<file path="config.mk">
export PLATFORM = sky130hd
export DESIGN_NAME = bba_ctrl
export DESIGN_NICKNAME = d
export VERILOG_FILES = /design/src/bba_pkg.sv /design/src/bba_ctrl.sv
export SDC_FILE = /design/constraint.sdc
export NUM_CORES = 1
export LEC_CHECK = 0
export BUFFER_PORTS_ARGS = -buffer_cell sky130_fd_sc_hd__clkbuf_2
export CAP_MARGIN = 20
export CORE_MARGIN = 2
export CORE_UTILIZATION = 51
export DETAILED_ROUTE_END_ITERATION = 7
export PLACE_DENSITY = 0.79
export SYNTH_ARGS = -nofsm -noshare
export SYNTH_HDL_FRONTEND = slang
export SYNTH_SLANG_ARGS = --single-unit
</file>
<file path="constraint.sdc">
create_clock -name clk -period 1.9 [get_ports clk]
set_clock_uncertainty 0.15 [all_clocks]
set_input_delay 0.19 -clock clk [delete_from_list [all_inputs] [get_ports clk]]
set_output_delay 0.19 -clock clk [all_outputs]
set_load 0.05 [all_outputs]
</file>
<file path="src/bba_pkg.sv">
`timescale 1ns / 1ps
`default_nettype none
package bba_pkg;
	localparam int MIN_ORDER_D = 12;
	localparam int MAX_ORDER_D = 20;
	localparam int REGION_ORDER_D = 24;

	localparam logic [1:0] OP_ALLOC = 2'd0;
	localparam logic [1:0] OP_FREE = 2'd1;
	localparam logic [1:0] OP_RANGE = 2'd2;

	localparam logic [1:0] ST_OK = 2'd0;
	localparam logic [1:0] ST_EMPTY = 2'd1;
	localparam logic [1:0] ST_RANGE = 2'd2;

	// bitmap write target
	localparam logic [1:0] SEL_CUR = 2'd0;
	localparam logic [1:0] SEL_BUDDY = 2'd1;
	localparam logic [1:0] SEL_LEFT = 2'd2;
	localparam logic [1:0] SEL_RIGHT = 2'd3;

	typedef struct packed {
		logic [1:0]  op;
		logic [31:0] address;
		logic [31:0] length;
	} req_t;

	typedef struct packed {
		logic [31:0] block_address;
		logic [1:0]  status;
	} rsp_t;

	// datapath commands from controller
	typedef struct packed {
		logic load;       // capture request, compute order
		logic clr_start;  // start clearing sweep
		logic scan;       // read bit at scan pointer
		logic scan_next;  // advance scan
		logic rd_buddy;   // read buddy bit
		logic put;        // write bit (wr_val, sel)
		logic [1:0] put_sel; // current, buddy, left or right child one order down
		logic wr_val;
		logic go_up;      // idx>>=1, o++
		logic go_down;    // idx<<=1, o--
		logic rng_init;
		logic set_free_blk; // load o/idx from range pick
		logic done;
	} cmd_t;

	typedef struct packed {
		logic clr_busy;
		logic order_big;  // requested order above max
		logic idx_bad;    // free index beyond region
		logic at_max;     // current order is max
		logic at_want;    // current order equals want
		logic rd_bit;     // registered read data
		logic scan_end;   // at last block of order
		logic scan_top;   // order at max
		logic rng_more;   // extent left and aligned
		logic rng_ok;     // a block was found
	} sts_t;
endpackage
`default_nettype wire

</file>
<file path="src/bba_ctrl.sv">
`timescale 1ns / 1ps
`default_nettype none
module bba_ctrl (
	input  wire logic      clk,
	input  wire logic      arst_n,
	input  wire logic      start,
	input  wire logic [1:0] op,
	output logic           busy,
	output logic           result_valid,
	output logic [1:0]     status,
	output logic           addr_ok,
	output bba_pkg::cmd_t  cmd,
	input  bba_pkg::sts_t  sts
);
	import bba_pkg::*;
	localparam logic [3:0] S_INIT = 4'd0, S_IDLE = 4'd1, S_SCAN = 4'd2, S_SCHK = 4'd3,
		S_SPLIT = 4'd4, S_FPUT = 4'd5, S_FCHK = 4'd6, S_FMRG = 4'd7, S_DONE = 4'd8,
		S_RNG = 4'd9, S_RPICK = 4'd10, S_FRD = 4'd11, S_SPL2 = 4'd12, S_CLEAR = 4'd13,
		S_ALLOC = 4'd14, S_FREE = 4'd15;
	logic [3:0] st_q;
	logic [1:0] op_q;
	logic       rng_q;
	logic [1:0] stat_q;
	logic       ok_q;

	always_comb begin
		cmd = '0;
		unique case (st_q)
			S_INIT: cmd.clr_start = 1'b1;
			S_IDLE: begin
				cmd.load = start;
				cmd.rng_init = start && op == OP_RANGE;
			end
			S_SCAN: cmd.scan = 1'b1;
			S_SCHK: begin
				cmd.scan_next = !sts.rd_bit;
				cmd.put = sts.rd_bit;
			end
			S_SPLIT: begin
				cmd.put = 1'b1;
				cmd.put_sel = SEL_RIGHT;
				cmd.wr_val = 1'b1;
				cmd.go_down = 1'b1;
			end
			S_FPUT: begin cmd.put = 1'b1; cmd.wr_val = 1'b1; end
			S_FRD: cmd.rd_buddy = 1'b1;
			S_FCHK: if (sts.rd_bit) begin cmd.put = 1'b1; cmd.put_sel = SEL_BUDDY; end
			S_FMRG: begin cmd.put = 1'b1; cmd.go_up = 1'b1; end
			S_RPICK: cmd.set_free_blk = sts.rng_more && sts.rng_ok;
			S_DONE: cmd.done = op_q == OP_ALLOC && ok_q;
			default: ;
		endcase
	end

	always_ff @(posedge clk or negedge arst_n) begin
		if (!arst_n) begin
			st_q <= S_INIT;
			op_q <= OP_ALLOC;
			rng_q <= 1'b0;
			stat_q <= ST_OK;
			ok_q <= 1'b0;
			result_valid <= 1'b0;
			status <= ST_OK;
			addr_ok <= 1'b0;
		end else begin
			result_valid <= 1'b0;
			unique case (st_q)
				S_INIT: st_q <= S_CLEAR;
				S_CLEAR: if (!sts.clr_busy) st_q <= S_IDLE;
				S_IDLE: if (start) begin
					op_q <= op; stat_q <= ST_OK; ok_q <= 1'b0; rng_q <= 1'b0;
					unique case (op)
						OP_ALLOC: st_q <= S_ALLOC;
						OP_FREE: st_q <= S_FREE;
						OP_RANGE: begin rng_q <= 1'b1; st_q <= S_RPICK; end
						default: st_q <= S_DONE;
					endcase
				end
				S_ALLOC: if (sts.order_big) begin stat_q <= ST_RANGE; st_q <= S_DONE; end
					else st_q <= S_SCAN;
				S_FREE: if (sts.order_big || sts.idx_bad) begin stat_q <= ST_RANGE;
					st_q <= S_DONE; end else st_q <= S_FPUT;
				S_SCAN: st_q <= S_SCHK;
				S_SCHK: if (sts.rd_bit) begin
					if (sts.at_want) begin ok_q <= 1'b1; st_q <= S_DONE; end
					else st_q <= S_SPLIT;
				end else if (sts.scan_end && sts.scan_top) begin
					stat_q <= ST_EMPTY; st_q <= S_DONE;
				end else st_q <= S_SCAN;
				S_SPLIT: st_q <= S_SPL2;
				S_SPL2: if (sts.at_want) begin ok_q <= 1'b1; st_q <= S_DONE; end
					else st_q <= S_SPLIT;
				S_FPUT: st_q <= sts.at_max ? (rng_q ? S_RPICK : S_DONE) : S_FRD;
				S_FRD: st_q <= S_FCHK;
				S_FCHK: if (sts.rd_bit) st_q <= S_FMRG;
					else st_q <= rng_q ? S_RPICK : S_DONE;
				S_FMRG: st_q <= S_FPUT;
				S_RPICK: if (sts.rng_more && sts.rng_ok) st_q <= S_RNG;
					else st_q <= S_DONE;
				S_RNG: st_q <= sts.idx_bad ? S_RPICK : S_FPUT;
				S_DONE: begin
					result_valid <= 1'b1;
					status <= stat_q;
					addr_ok <= op_q == OP_ALLOC && ok_q;
					st_q <= S_IDLE;
				end
				default: st_q <= S_IDLE;
			endcase
		end
	end
	assign busy = st_q != S_IDLE;
endmodule
`default_nettype wire
</file>
==> After elaboration in Yosys (flattened, before gate mapping) <==
Index checks and enable logic that the tools add are counted.
W data, S select, Z words.
{ "word_totals": {"in_bits": 15, "out_inout_bits": 19, "reg_bits": 14, "word_cells": 90} }
{ "classes": {"n_eq_ne": 25, "n_mux": 40, "n_reduce_logical": 17} }
{ "ops": {"columns": ["op", "n"], "rows": [
  ["$pmux W4 S16", 1],
  ["$mux W4", 10],
  ["$eq A4 B4 Y1 const B", 8],
  ["$mux W1", 17],
  ["$eq A4 B3 Y1 const B", 4],
  ["$ne A2 B2 Y1 const B", 7],
  ["$mux W2", 6],
  ["$pmux W3 S3", 1],
  ["$eq A4 B2 Y1 const B", 2],
  ["$pmux W2 S4", 1],
  ["$pmux W1 S3", 2],
  ["$reduce_and A6 Y1", 1],
  ["$eq A4 B1 Y1 const B", 1],
  ["$logic_and A1 B1 Y1", 4],
  ["$logic_not A2 Y1", 2],
  ["$logic_not A4 Y1", 1],
  ["$ne A4 B1 Y1 const B", 1],
  ["$pmux W2 S2", 1],
  ["$reduce_and A2 Y1", 2],
  ["$reduce_bool A4 Y1", 1],
  ["$mux W3", 1],
  ["$reduce_and A3 Y1", 1],
  ["$reduce_bool A3 Y1", 1],
  ["$reduce_or A3 Y1", 1],
  ["5 further kinds", 5]
]} }

==> Longest topological paths before layout <==
{ "depth": {"word_depth": 4, "mapped_depth": 6, "mapped_depth_nobuf": 5} }

==> Least setup slack after synthesis <==
No wires, ideal clock.
{ "synth_path": {"kind": "reg2out", "start": "reg st_q[2]", "end": "out cmd[1] in the netlist's numbering", "path_slack_ps": -384, "required_time_ps": 1560, "path_stages_with_launch": 6, "t_arrival_ps": 1944, "n_path_buf": 2, "path_cell_list": "dfrtp_1 -> buf_4 -> buf_2 -> inv_1 -> nand2_1 -> nor3_1"} }
{ "synth_rtl": {"columns": ["item", "line", "source"], "rows": [
  ["start, declared", "bba_ctrl.sv:20", "logic [3:0] st_q;"],
  ["start signal, assigned", "bba_ctrl.sv:93", "S_FPUT: st_q <= sts.at_max ? (rng_q ? S_RPICK : S_DONE) : S_FRD;"],
  ["start signal, assigned", "bba_ctrl.sv:96", "else st_q <= rng_q ? S_RPICK : S_DONE;"],
  ["end, declared", "bba_ctrl.sv:12", "output bba_pkg::cmd_t cmd,"]
]} }

==> results.py <==
metrics = {
    "setup_path": {
        "crit_family": "simple AND/OR/NAND/NOR gates",
        "r2r_slack_ns": 0.10,
        "critPathSlowestCell": "dfrtp_1",
        "path_class": "register to output pin",
        "reg2reg_depth": 6,
        "critPathCaptureType": "output pin",
        "regToRegStartpoint": "st_q[2]",
        "critical_path_depth": 5,
        "critPathLaunchType": "register",
        "cp_max_fo": 9,
        "timing.rr.end": "stat_q[0]",
        "critical_path_buf_inv_count": 3,
        "crit_arrival_ns": 1.58,
        "cp_cell_sequence": "buf_6, nor4bb_4, nand2_1, inv_2, buf_8",
        "slowest_delay_ns": 0.41,
        "cp.required_ns": 1.56,
    },
    "floorplan": {
        "start_util": 0.5288,
        "ios": 34,
        "fp.dieW_um": 51.43,
        "die-area_um2": 2645,
        "die_h_um": 51.43,
        "core_um2": 2170,
        "rows": 17,
    },
    "synth": {
        "syn_nets": 152,
        "syn_area_per_cell_um2": 8.375,
        "synth_area_um2": 1147,
        "yosysUniqueCellTypes": 46,
        "ys_ff_latch": 14,
        "synthCells": 137,
        "ys_seq_area_frac": 0.3053,
        "yosys_warnings": 0,
    },
    "clock_tree": {
        "clock_sinks": 14,
        "cts_tree": "yes",
        "cts_buffer_depth": 2,
        "cts_max_level": 1,
        "clock-root-buffer": "clkbuf_4",
        "clock_latency_ns": 0.29,
        "clk_pin_slew_ns": 0.08,
        "cts_buffers": 3,
    },
    "min_path": {
        "hold_class": "input pin to register",
        "whs_endpoint": "op_q[0]",
        "min_path_cells": 2,
        "hp-start": "op[0]",
    },
    "cells_and_area": {
        "fin_nets": 204,
        "final_cell_count_no_fill": 215,
        "final_util": 0.7537,
        "area_delta_synth_final_pct": 42.53,
        "layout-drive-gt1-share": 0.4866,
        "insertedDiodeCount": 0,
        "postLayoutCellArea_um2": 1635,
    },
    "global_routing": {
        "grt_max_degree": 15,
        "grt_overflow": 0,
        "grt_usage": 0.2825,
        "grt_pass1_wl_um": 5485,
        "grt_pass1_vias": 1177,
        "antenna_found_initial": 0,
    },
    "sta": {
        "layout_min_cycle_time_ns": 1.919,
        "setup_viol": 1,
        "finalCritPeriodShare": 1.010,
        "finalHoldViolCount": 0,
        "hold-worst-slack_ns": 0.06433,
        "rsz0062_at_grt": "true",
        "fmax_ghz": 0.5212,
        "slew_viol_final": 0,
        "finalWorstSetupSlack_ns": -0.01874,
        "slew_headroom": 0.7536,
        "tightest_slew_ns": 0.3639,
    },
    "detailed_routing": {
        "avgRoutedWirePerCell_um": 17.00,
        "via_per_inst": 6.200,
        "final_antenna_net_count": 0,
        "dr.pass1.iters": 4,
        "drc_errors": 0,
        "drt_iter0_markers": 51,
        "dr_total_vias": 1333,
        "totalWireLength_um": 3656,
    },
    "run": {
        "drv_cap": 0,
    },
    "outcome": {
        "status": "finished with violations",
        "violations": "negative setup slack",
    },
    "pwr": {
        "fin_total_pwr_mw": 2.996,
        "p_leak_nw": 0.7661,
        "irDropWorstVdd_mv": 1.115,
        "p_per_area_nw_per_um2": 1832,
    },
    "place": {
        "postPlaceCellArea_um2": 1399,
        "port_buffers": 33,
        "dpl.hpwl_um": 2475,
        "dp.cells": 202,
        "place_congestion": 0.9738,
    },
}
==> worst max-delay path by stage <==
stage                       start  endpoint  slack, ns
after floorplan           st_q[1]   cmd[12]      -0.37
after detailed placement  st_q[2]   cmd[10]       0.17
final                     st_q[2]   cmd[10]      -0.02
after global routing      st_q[2]   cmd[10]      -0.05
after CTS                 st_q[0]    cmd[0]      -0.01
after global placement    st_q[2]   cmd[10]       0.19
==> where the power goes <==
group	leakage [nW]	switching, mW	internal (mW)	total, mW
clock	0.0138	0.0994	0.0738	0.173
combinational	0.580	1.29	0.957	2.25
sequential	0.172	0.132	0.442	0.574
==> state kept, by name (all words and copies together), names as in the netlist <==
| signal | count |
|---|---|
| st_q | 4 |
| op_q | 2 |
| stat_q | 2 |
| status | 2 |
| addr_ok | 1 |
| ok_q | 1 |
| result_valid | 1 |
| rng_q | 1 |
==> kinds of logic (layout without fill, tap and decap cells) <==
kind of cell    count (synthesis)  after routing  share of synthesized area
buf+inv                        18             68                    0.09051
compound gates                 43             43                     0.2650
mux                             4              4                    0.03926
simple gates                   58             58                     0.2999
flops                          14             14                     0.3053
==> area by class of cell <==
type	instances	area, um2
fillers	159	534.3
well taps	28	35.03
flip-flops and latches	14	354.1
clock buffers	3	22.52
inverters	7	26.28
repair buffers	58	441.7
multi-input cells	105	755.7
==> cell usage after synthesis (all sizes together) <==
cell type,n,area share
a32o,1,0.0087
a32oi,1,0.0076
a21o,1,0.0065
nand4,3,0.016
dfrtp,14,0.31
o21bai,1,0.0065
a211oi,1,0.0065
o2111ai,1,0.0076
a31oi,4,0.022
a41oi,1,0.0076
o2bb2ai,2,0.015
nor3,7,0.031
a22oi,1,0.0065
nor3b,1,0.011
nor4b,1,0.021
and2,3,0.016
nor2b,3,0.023
mux2,4,0.039
and3b,1,0.0076
o22ai,3,0.016
a21bo,1,0.0087
inv,7,0.023
a211o,2,0.015
and2b,1,0.0087
o221ai,1,0.0076
o311ai,1,0.0076
o21ai,4,0.017
a21oi,12,0.052
buf,11,0.068
nor4bb,1,0.014
nand2b,3,0.016
nand2,16,0.055
nand3b,3,0.020
nor2,10,0.033
o211ai,2,0.013
o32ai,1,0.0076
or2,2,0.013
o21a,1,0.0065
nand3,1,0.0044
and3,2,0.011
o2bb2a,1,0.017
==> what timing repair did <==
action	4_1_cts	5_1_grt
setup endpoints to repair	13	16
pin swaps	0	5
resized for setup	22	30
endpoints found under the hold margin	14	0
setup buffers	2	7
cloned	0	0
hold buffers	1	0
==> layout by cell type, fill, tap and decap left out, drive strengths merged, types with 4 or more instances in the layout <==
master	netlist	routed
nor3	7	7
a21oi	12	12
inv	7	7
mux2	4	4
nand2	16	16
clkbuf	0	25
a31oi	4	4
nor2	10	10
buf	11	35
dfrtp	14	14
o21ai	4	4
==> metrics by stage <==
stage               setup TNS, ns  setup slack [ns]
global route              -0.1004          -0.05444
global placement                0            0.1899
finish                   -0.01874          -0.01874
floorplan                  -1.124           -0.3746
CTS                      -0.02052          -0.01120
detailed placement              0            0.1651
==> routing by layer <==
layer,part of all wire,vias to the layer above,global-route usage
met5,0,-,0
met4,0.030,0,0.1096
met3,0.084,15,0.04971
met2,0.50,95,0.4744
met1,0.39,618,0.3586
li1,-,605,-
==> worst register-to-register path, delay by kind of cell (launching register included) <==
kind                   cells  cell delay, ns
AO/OA/AOI/OAI              3            0.67
buffers and inverters      2            0.28
flip-flops                 1            0.41
AND/OR/NAND/NOR            1            0.19
Power figures use the tool's default switching activity.
